[src/hw/rtl/ibpc_pkg.sv]
// Shared types and constants for the indirect block path calculator.
`default_nettype none

package ibpc_pkg;

  // Result status codes
  typedef logic [1:0] status_t;
  localparam status_t STATUS_DIRECT  = 2'd0;
  localparam status_t STATUS_PATH    = 2'd1;
  localparam status_t STATUS_TOO_BIG = 2'd2;

  // Configuration register map
  localparam int unsigned ADDR_W       = 3;
  localparam logic        REG_PTR_SHIFT = 1'b0;

  // Pointer shift limits and reset value
  localparam logic [3:0] PTR_SHIFT_MIN   = 4'd1;
  localparam logic [3:0] PTR_SHIFT_MAX   = 4'd11;
  localparam logic [3:0] PTR_SHIFT_RESET = 4'd10;

  // Most results one lookup can produce
  localparam int unsigned MAX_RESULTS = 4;

  // Wide working word: holds capacities up to three levels of 2^11 pointers
  typedef logic [33:0] wide_t;

endpackage

`default_nettype wire

[src/hw/rtl/indirect_block_path_calc_top.sv]
// Indirect block path calculator: top level with pipeline and result emitter.
//
// Usage. A lookup transaction is issued by raising start with logical_block set; it
// is taken at a rising edge where start is high and busy is low. Negative numbers
// name metadata blocks. Each lookup gives one to four result transactions, shown
// for exactly one cycle each with result_valid high; last marks the final one and
// level_index counts them from zero. The receiver cannot stall the block.
// Throughput: a lookup passes an input register, a magnitude stage and a level
// stage, then loads the result emitter, which sends one result per cycle. A
// lookup with several results therefore holds the emitter until its last result
// is sent, and later lookups wait in the stages; single-result lookups flow every
// cycle. busy rises only when the three stages are full behind a busy emitter.
// Configuration: ptr_shift is written through the APB port at address 0; the user
// must write it only while no lookup is in flight, which the block does not enforce;
// values of 0 act as 1, values above 11 act as 11. Reset: rst (synchronous) empties
// all stages and the emitter and sets ptr_shift to 10. No memory needs clearing.
`default_nettype none

module indirect_block_path_calc_top #(
  parameter int DIRECT_BLOCKS   = 12,
  parameter int INDIRECT_LEVELS = 3
) (
  input  wire logic                          clk,
  input  wire logic                          rst,
  // Lookup channel
  input  wire logic                          start,
  output logic                               busy,
  input  wire logic signed [31:0]            logical_block,
  // Result channel
  output logic                               result_valid,
  output ibpc_pkg::status_t                  status,
  output logic signed [31:0]                 meta_block,
  output logic [10:0]                        entry_offset,
  output logic [1:0]                         level_index,
  output logic                               last,
  // Configuration port
  input  wire logic                          psel,
  input  wire logic                          penable,
  input  wire logic                          pwrite,
  input  wire logic [ibpc_pkg::ADDR_W-1:0]   paddr,
  input  wire logic [31:0]                   pwdata,
  output logic [31:0]                        prdata,
  output logic                               pready
);

  import ibpc_pkg::*;

  // ---------------------------------------------------------------------------
  // Configuration register
  // ---------------------------------------------------------------------------
  logic [3:0] ptr_shift;
  logic [3:0] s_eff;
  logic [5:0] s_two;
  logic [5:0] s_three;

  assign pready = 1'b1;
  assign prdata = (paddr[2] == REG_PTR_SHIFT) ? {28'd0, ptr_shift} : 32'd0;

  always_ff @(posedge clk) begin
    if (rst) begin
      ptr_shift <= PTR_SHIFT_RESET;
    end else if (psel && penable && pwrite && pready && (paddr[2] == REG_PTR_SHIFT)) begin
      ptr_shift <= pwdata[3:0];
    end
  end

  // Clamp the shift into its legal range.
  always_comb begin
    if (ptr_shift < PTR_SHIFT_MIN) begin
      s_eff = PTR_SHIFT_MIN;
    end else if (ptr_shift > PTR_SHIFT_MAX) begin
      s_eff = PTR_SHIFT_MAX;
    end else begin
      s_eff = ptr_shift;
    end
  end

  assign s_two   = 6'(s_eff) << 1;
  assign s_three = s_two + 6'(s_eff);

  // ---------------------------------------------------------------------------
  // Flow control. Each stage advances when the one after it is empty or moving.
  // ---------------------------------------------------------------------------
  logic       r1_valid, r2_valid, r3_valid, e_valid;
  logic [1:0] e_idx, e_last_idx;
  logic       e_free, r3_free, r2_free, load;

  assign last    = (e_idx == e_last_idx);
  assign e_free  = !e_valid || last;
  assign load    = r3_valid && e_free;
  assign r3_free = !r3_valid || e_free;
  assign r2_free = !r2_valid || r3_free;
  assign busy    = r1_valid && !r2_free;

  // ---------------------------------------------------------------------------
  // Stage 1: input register
  // ---------------------------------------------------------------------------
  logic [31:0] r1_lb;

  always_ff @(posedge clk) begin
    if (rst) begin
      r1_valid <= 1'b0;
    end else if (!busy) begin
      r1_valid <= start;
    end
  end

  always_ff @(posedge clk) begin
    if (start && !busy) begin
      r1_lb <= logical_block;
    end
  end

  // ---------------------------------------------------------------------------
  // Stage 2: magnitude and distance past the direct blocks
  // ---------------------------------------------------------------------------
  logic [30:0] mag;
  logic        too_neg;
  status_t     s2_status;
  logic [31:0] r2_bn, r2_lb;
  logic [10:0] r2_off_direct;
  status_t     r2_status;

  always_comb begin
    too_neg = (r1_lb == 32'h8000_0000);
    mag     = r1_lb[31] ? 31'(~r1_lb + 32'd1) : r1_lb[30:0];
    if (too_neg) begin
      s2_status = STATUS_TOO_BIG;
    end else if ({1'b0, mag} < 32'(DIRECT_BLOCKS)) begin
      s2_status = STATUS_DIRECT;
    end else begin
      s2_status = STATUS_PATH;
    end
  end

  always_ff @(posedge clk) begin
    if (rst) begin
      r2_valid <= 1'b0;
    end else if (r2_free) begin
      r2_valid <= r1_valid;
    end
  end

  always_ff @(posedge clk) begin
    if (r2_free && r1_valid) begin
      r2_status     <= s2_status;
      r2_bn         <= {1'b0, mag} - 32'(DIRECT_BLOCKS);
      r2_off_direct <= mag[10:0];
      r2_lb         <= r1_lb;
    end
  end

  // ---------------------------------------------------------------------------
  // Stage 3: indirection level, remainder within it and first meta block
  // ---------------------------------------------------------------------------
  wide_t      cap1, cap2, cap3, bn_w, dist1, dist2;
  logic       lt0, lt1, lt2;
  logic [1:0] lvl;
  wide_t      bnk, capsum;
  status_t    s3_status;

  wide_t       r3_bnk, r3_m0;
  logic [1:0]  r3_k;
  status_t     r3_status;
  logic [10:0] r3_off_direct;
  logic [31:0] r3_lb;

  always_comb begin
    cap1   = wide_t'(1) << s_eff;
    cap2   = wide_t'(1) << s_two;
    cap3   = wide_t'(1) << s_three;
    bn_w   = {2'b00, r2_bn};
    dist1  = bn_w - cap1;
    dist2  = bn_w - (cap1 | cap2);
    lt0    = bn_w < cap1;
    lt1    = dist1 < cap2;
    lt2    = dist2 < cap3;
    lvl    = 2'd0;
    bnk    = bn_w;
    capsum = '0;
    s3_status = r2_status;
    if (lt0) begin
      lvl = 2'd0;
    end else if (lt1 && (INDIRECT_LEVELS >= 2)) begin
      lvl    = 2'd1;
      bnk    = dist1;
      capsum = cap1;
    end else if (lt2 && (INDIRECT_LEVELS >= 3)) begin
      lvl    = 2'd2;
      bnk    = dist2;
      capsum = cap1 | cap2;
    end else if (r2_status == STATUS_PATH) begin
      s3_status = STATUS_TOO_BIG;
    end
  end

  always_ff @(posedge clk) begin
    if (rst) begin
      r3_valid <= 1'b0;
    end else if (r3_free) begin
      r3_valid <= r2_valid;
    end
  end

  always_ff @(posedge clk) begin
    if (r3_free && r2_valid) begin
      r3_status     <= s3_status;
      r3_k          <= lvl;
      r3_bnk        <= bnk;
      // The top indirect block is named by the negated number of the first
      // block it covers, less its depth.
      r3_m0         <= wide_t'(0) - (wide_t'(DIRECT_BLOCKS) + wide_t'(lvl) + capsum);
      r3_off_direct <= r2_off_direct;
      r3_lb         <= r2_lb;
    end
  end

  // ---------------------------------------------------------------------------
  // Path entries. Entry 0 names the top meta block and its slot in the inode.
  // Entry i+1 carries meta block i and the slot taken from the remainder.
  // A metadata lookup stops at entry i when meta block i is the target.
  // ---------------------------------------------------------------------------
  wide_t       meta_w [0:2];
  logic [10:0] field  [0:2];
  logic [2:0]  stop;
  wide_t       real_w, hi;
  logic [5:0]  amt_hi, amt_f;
  logic [10:0] omask;
  logic [1:0]  last_next;
  logic [31:0] meta_next [0:MAX_RESULTS-1];
  logic [10:0] off_next  [0:MAX_RESULTS-1];

  always_comb begin
    real_w = {{2{r3_lb[31]}}, r3_lb};
    omask  = (11'd1 << s_eff) - 11'd1;
    for (int i = 0; i < 3; i++) begin
      amt_hi    = 6'(s_eff) * (6'(r3_k) + 6'd1 - 6'(i));
      hi        = r3_bnk & ~((wide_t'(1) << amt_hi) - wide_t'(1));
      meta_w[i] = (i == 0) ? r3_m0 : (r3_m0 + wide_t'(i) - hi);
      amt_f     = 6'(s_eff) * (6'(r3_k) - 6'(i));
      field[i]  = 11'(r3_bnk >> amt_f) & omask;
      stop[i]   = (2'(i) <= r3_k) && (meta_w[i] == real_w);
    end

    last_next = r3_k + 2'd1;
    for (int i = 2; i >= 0; i--) begin
      if (stop[i]) begin
        last_next = 2'(i);
      end
    end

    for (int i = 0; i < MAX_RESULTS; i++) begin
      meta_next[i] = '0;
      off_next[i]  = '0;
    end

    case (r3_status)
      STATUS_DIRECT: begin
        last_next   = 2'd0;
        off_next[0] = r3_off_direct;
      end
      STATUS_PATH: begin
        meta_next[0] = meta_w[0][31:0];
        off_next[0]  = 11'(r3_k);
        for (int i = 0; i < 3; i++) begin
          meta_next[i+1] = meta_w[i][31:0];
          off_next[i+1]  = field[i];
        end
      end
      default: begin
        last_next = 2'd0;
      end
    endcase
  end

  // ---------------------------------------------------------------------------
  // Result emitter: one result per cycle from the loaded path.
  // ---------------------------------------------------------------------------
  status_t     e_status;
  logic [31:0] e_meta [0:MAX_RESULTS-1];
  logic [10:0] e_off  [0:MAX_RESULTS-1];

  always_ff @(posedge clk) begin
    if (rst) begin
      e_valid <= 1'b0;
      e_idx   <= 2'd0;
    end else if (load) begin
      e_valid <= 1'b1;
      e_idx   <= 2'd0;
    end else if (e_valid) begin
      if (last) begin
        e_valid <= 1'b0;
      end else begin
        e_idx <= e_idx + 2'd1;
      end
    end
  end

  always_ff @(posedge clk) begin
    if (load) begin
      e_status   <= r3_status;
      e_last_idx <= last_next;
      for (int i = 0; i < MAX_RESULTS; i++) begin
        e_meta[i] <= meta_next[i];
        e_off[i]  <= off_next[i];
      end
    end
  end

  assign result_valid = e_valid;
  assign status       = e_status;
  assign meta_block   = e_meta[e_idx];
  assign entry_offset = e_off[e_idx];
  assign level_index  = e_idx;

`ifndef NO_ASSERTIONS
  // The block only pushes back when a lookup is actually held at its input.
  a_busy_held: assert property (@(posedge clk) disable iff (rst)
    busy |-> r1_valid)
    else $error("busy raised with an empty input register");

  // A result that is not the last is followed at once by the next one.
  a_path_continues: assert property (@(posedge clk) disable iff (rst)
    (result_valid && !last) |=>
      (result_valid && (level_index == $past(level_index) + 2'd1)))
    else $error("path results not consecutive");

  // Direct and too-big lookups give a single result.
  a_single: assert property (@(posedge clk) disable iff (rst)
    (result_valid && (status != STATUS_PATH)) |-> (last && (level_index == 2'd0)))
    else $error("non-path lookup gave more than one result");

  // The first path entry carries the level, which stays within the indirection depth.
  a_level_range: assert property (@(posedge clk) disable iff (rst)
    (result_valid && (status == STATUS_PATH) && (level_index == 2'd0)) |->
      (entry_offset < 11'(INDIRECT_LEVELS)))
    else $error("indirection level out of range");
`endif

endmodule

`default_nettype wire
[config.mk]
export PLATFORM = sky130hd
export DESIGN_NAME = indirect_block_path_calc_top
export DESIGN_NICKNAME = d
export VERILOG_FILES = /design/src/hw/rtl/ibpc_pkg.sv /design/src/hw/rtl/indirect_block_path_calc_top.sv
export SDC_FILE = /design/constraint.sdc
export NUM_CORES = 1
export LEC_CHECK = 0
export ABC_AREA = 1
export BUFFER_PORTS_ARGS = -buffer_cell sky130_fd_sc_hd__buf_2
export CAP_MARGIN = 20
export CORE_MARGIN = 4
export CORE_UTILIZATION = 60
export DETAILED_ROUTE_END_ITERATION = 8
export PLACE_DENSITY = 0.75
export SLEW_MARGIN = 40
export SYNTH_ARGS = -nofsm -noshare
export SYNTH_HDL_FRONTEND = slang
export SYNTH_SLANG_ARGS = --single-unit
[constraint.sdc]
create_clock -name clk -period 11.2 [get_ports clk]
set_input_delay 0.56 -clock clk [delete_from_list [all_inputs] [get_ports clk]]
set_output_delay 0.56 -clock clk [all_outputs]
set_load 0.03 [all_outputs]
==> flow_summary.html <==
<table>
<tr><th>Metric</th><th>Value</th></tr>
<tr><th colspan="2">Worst hold path</th></tr>
<tr><td>Worst Hold Endpoint</td><td>r1_lb[11]</td></tr>
<tr><td>Worst min-delay path class</td><td>in -&gt; reg</td></tr>
<tr><td>Hold path depth</td><td>1</td></tr>
<tr><td>Hold path startpoint</td><td>logical_block[11]</td></tr>
<tr><th colspan="2">Synthesis</th></tr>
<tr><td>Largest cells by area after synthesis</td><td>sky130_fd_sc_hd__edfxtp_1, sky130_fd_sc_hd__nand2_1, sky130_fd_sc_hd__ha_1</td></tr>
<tr><td>Fraction of the mapped netlist area in compound gates</td><td>14.14%</td></tr>
<tr><td>Top cells by count, synth</td><td>sky130_fd_sc_hd__nand2_1, sky130_fd_sc_hd__inv_1, sky130_fd_sc_hd__nor2_1</td></tr>
<tr><td>Fraction of registers with async set or reset after synthesis</td><td>0%</td></tr>
<tr><td>Yosys top cell area share</td><td>31.29%</td></tr>
<tr><td>Area share of fa/ha/maj cells after synthesis</td><td>10.12%</td></tr>
<tr><td>Ys Warns</td><td>0</td></tr>
<tr><td>Post-synth EDFFs</td><td>349</td></tr>
<tr><td>Number of cells produced by synthesis</td><td>4,765</td></tr>
<tr><td>Combined area of all synthesized cells</td><td>33,500 µm²</td></tr>
<tr><td>Synth Register Bits</td><td>361</td></tr>
<tr><td>Largest family of logic cells by synthesized area</td><td>simple AND/OR/NAND/NOR gates</td></tr>
<tr><td>Sequential element share of the synthesized area</td><td>32.00%</td></tr>
<tr><td>Cell accounting for the most synthesized area</td><td>sky130_fd_sc_hd__edfxtp_1</td></tr>
<tr><td>Leading cell type by number of instances after synthesis</td><td>sky130_fd_sc_hd__nand2_1</td></tr>
<tr><td>Mux cell area share after synthesis</td><td>0.3287%</td></tr>
<tr><td>Simple-Gate Fraction of Synth Area</td><td>29.25%</td></tr>
<tr><td>Number of different library cells in the post-synthesis netlist</td><td>74</td></tr>
<tr><td>Average size of a mapped cell</td><td>7.030 µm²</td></tr>
<tr><td>Xor and xnor fraction of the mapped netlist area</td><td>4.266%</td></tr>
<tr><td>Dominant register cell in the synthesized netlist</td><td>sky130_fd_sc_hd__edfxtp_1</td></tr>
<tr><th colspan="2">Critical path</th></tr>
<tr><td>Buffer and inverter count on the worst path</td><td>10</td></tr>
<tr><td>Capturing point of the worst reg2reg path</td><td>e_last_idx[0]</td></tr>
<tr><td>Crit path max-delay cell type</td><td>sky130_fd_sc_hd__fa_1</td></tr>
<tr><td>Crit path largest cell delay</td><td>0.55 ns</td></tr>
<tr><td>Number of gates on the worst path with buffers counted</td><td>46</td></tr>
<tr><td>Length in cells of the worst reg-to-reg path</td><td>46</td></tr>
<tr><td>Worst R2R Setup Slack</td><td>1.54 ns</td></tr>
<tr><td>Data arrival time of the worst path</td><td>10.01 ns</td></tr>
<tr><td>Startpoint kind of the worst setup timing path</td><td>flip-flop</td></tr>
<tr><td>Required time of the critical path</td><td>11.55 ns</td></tr>
<tr><td>Crit path max-delay family</td><td>simple AND/OR/NAND/NOR gates</td></tr>
<tr><td>Critical path class</td><td>reg -&gt; reg</td></tr>
<tr><td>Worst Setup End Kind</td><td>flip-flop</td></tr>
<tr><td>Maximum fanout along the worst path</td><td>15</td></tr>
<tr><td>Reg2Reg Launch Point</td><td>r3_k[0]</td></tr>
<tr><th colspan="2">Placed design</th></tr>
<tr><td>Routability Congestion</td><td>1.088</td></tr>
<tr><td>Count of input and output buffers</td><td>96</td></tr>
<tr><td>HPWL after detailed placement</td><td>94.39 mm</td></tr>
<tr><td>Post-Place Worst Slack</td><td>1.763 ns</td></tr>
<tr><td>Number of instances in the placed design</td><td>5,526</td></tr>
<tr><td>Post-place instance area</td><td>34,500 µm²</td></tr>
<tr><th colspan="2">GRT</th></tr>
<tr><td>GRT Util Overall</td><td>38.25%</td></tr>
<tr><td>Global-route wire length before repair</td><td>175.3 mm</td></tr>
<tr><td>Vias in the first global route</td><td>29,740</td></tr>
<tr><td>Overflow left after global routing</td><td>0</td></tr>
<tr><td>Maximum number of pins on one net before global-route repair</td><td>90</td></tr>
<tr><td>Number of antenna violations at the first check in global routing</td><td>2</td></tr>
<tr><th colspan="2">Power</th></tr>
<tr><td>Peak supply drop</td><td>0.1545 mV</td></tr>
<tr><td>LEAKAGE</td><td>0.01662 µW</td></tr>
<tr><td>Power per Cell Area</td><td>159.0 nW/µm²</td></tr>
<tr><th colspan="2">Timing</th></tr>
<tr><td>Worst Skew</td><td>0.03653 ns</td></tr>
<tr><td>Final min period</td><td>9.661 ns</td></tr>
<tr><td>Slew at the pin closest to its max-slew limit</td><td>0.8878 ns</td></tr>
<tr><td>Max-slew headroom</td><td>40.39%</td></tr>
<tr><td>Period utilization</td><td>86.26%</td></tr>
<tr><td>Setup-violating endpoint count in the final report</td><td>0</td></tr>
<tr><td>Final-report max-slew violation count</td><td>0</td></tr>
<tr><td>Tightest hold margin</td><td>0.1370 ns</td></tr>
<tr><td>Maximum clock rate</td><td>0.1035 GHz</td></tr>
<tr><td>Post-route setup TNS</td><td>0 ns</td></tr>
<tr><td>Unrepaired setup endpoints after global routing</td><td>no</td></tr>
<tr><td>Final hold violation count</td><td>0</td></tr>
<tr><td>Setup slack after layout</td><td>1.539 ns</td></tr>
<tr><th colspan="2">Routing</th></tr>
<tr><td>Total wire length after detailed routing</td><td>118.0 mm</td></tr>
<tr><td>Average wire per cell in the routed design</td><td>21.08 µm</td></tr>
<tr><td>Number of DRC markers after the initial detailed-route iteration</td><td>4,367</td></tr>
<tr><td>Number of vias after detailed routing</td><td>33,230</td></tr>
<tr><td>Post-DR vias/cell</td><td>5.937</td></tr>
<tr><td>Number of search-and-repair iterations in the first detailed-routing pass</td><td>7</td></tr>
<tr><td>Post-DRT Antenna Nets</td><td>0</td></tr>
<tr><td>Drc violations</td><td>0</td></tr>
<tr><th colspan="2">Floorplanning</th></tr>
<tr><td>Die H</td><td>244.3 µm</td></tr>
<tr><td>Die width</td><td>244.3 µm</td></tr>
<tr><td>Io pins</td><td>156</td></tr>
<tr><td>Std-Cell Rows</td><td>86</td></tr>
<tr><td>Core area</td><td>55,200 µm²</td></tr>
<tr><td>Die area</td><td>59,670 µm²</td></tr>
<tr><td>Initial core utilization</td><td>60.68%</td></tr>
<tr><th colspan="2">Clock tree</th></tr>
<tr><td>Hold-fix buffer count after cts</td><td>0</td></tr>
<tr><td>Clock latency at the later pin of the worst-skew pair</td><td>0.61 ns</td></tr>
<tr><td>H-tree Lvls</td><td>2</td></tr>
<tr><td>Clock sinks</td><td>361</td></tr>
<tr><td>Resize count post-CTS</td><td>0</td></tr>
<tr><td>Post-CTS Setup Bufs</td><td>0</td></tr>
<tr><td>Clock tree from TritonCTS</td><td>built</td></tr>
<tr><td>Maximum count of clock buffers along a single path</td><td>3</td></tr>
<tr><td>Number of buffers added by the clock tree synthesis step</td><td>39</td></tr>
<tr><td>CTS clock-pin slew for the worst setup and hold paths</td><td>0.06 ns</td></tr>
<tr><td>Clock tree root buffer cell</td><td>sky130_fd_sc_hd__clkbuf_16</td></tr>
<tr><th colspan="2">Cells and area</th></tr>
<tr><td>Final net count</td><td>5,150</td></tr>
<tr><td>Proportion of layout cells with a drive suffix above 1</td><td>5.734%</td></tr>
<tr><td>Cell area after layout</td><td>35,790 µm²</td></tr>
<tr><td>Finished Layout Cells</td><td>5,597</td></tr>
<tr><td>Relative area change from synthesis to final layout</td><td>6.832%</td></tr>
<tr><td>Fill cells</td><td>5,057</td></tr>
<tr><th colspan="2">Flow run</th></tr>
<tr><td>Max-cap violations</td><td>0</td></tr>
<tr><th colspan="2">Outcome</th></tr>
<tr><td>Status</td><td>complete, no violations</td></tr>
</table>
[cell usage in the layout (no fill, tap or decap), drive strengths merged, types with 37 or more instances in the layout]
cell type / count
nand2: 1188
inv: 666
nor2: 591
o21ai: 437
edfxtp: 349
nand3: 273
a21oi: 238
ha: 234
buf: 117
xor2: 114
nand4: 86
nor3: 85
conb: 55
clkbuf: 50
o211ai: 37
[layout make-up]
class,count,area (µm²),area share [%]
inverter,667,2514,7.024
tap,748,935.9,2.615
clock buffer,50,1057,2.954
clock inverter,19,206.4,0.5769
timing repair buffer,117,653.1,1.825
antenna,1,2.502,0.006993
multi-input combinational,3634,19690,55.03
sequential,361,10720,29.96
[metal layers]
metal  global-route usage, %  vias up  part of all wire (%)
met5                       0        -                     0
met4                   13.06        0                   4.1
met3                   8.169      291                    12
met2                   60.29     1813                    44
met1                   52.60    15200                    40
li1                        -    15930                     -
[power by group]
part	switching (µW)	internal [µW]
Sequential	63.0	1560
Clock	584	707
Combinational	1900	876
[kinds of logic (layout without fill, tap and decap cells)]
| family | count (synthesis) | after routing |
|---|---|---|
| AOI/OAI and AO/OA | 852 | 852 |
| DFF | 361 | 361 |
| and+or+nand+nor | 2309 | 2309 |
| muxes | 11 | 11 |
| other | 2 | 56 |
| xor gates and xnor gates | 150 | 150 |
| buffers and inverters | 823 | 853 |
| adders and majority gates | 257 | 257 |
[worst max-delay path by stage]
| stage | startpoint | end |
|---|---|---|
| 6_report | r3_k[0] | e_last_idx[0] |
| 5_1_grt | r3_k[0] | e_last_idx[0] |
| 4_1_cts | r3_k[0] | e_last_idx[0] |
| 3_5_place_dp | r3_k[0] | e_last_idx[0] |
| 3_3_place_gp | r3_k[0] | e_last_idx[0] |
| 2_1_floorplan | level_index[0] | e_last_idx[0] |
[through the flow]
stage | power, µW | utilization [%]
finish | 5689 | 64.83
global route | 6054 | 64.82
CTS | 5609 | 64.79
detailed placement | 4317 | 62.50
global placement | 4290 | 62.47
floorplan | 3634 | -
[flip-flops by register name, summed over array words and instances, names as in the netlist, 25 cells and up, named ones only]
name,flops
e_meta,90
e_off,44
r1_lb,32
r2_bn,32
r2_lb,31
r3_bnk,34
r3_lb,31
r3_m0,25
Note: power is estimated with default switching activity, not from simulation.
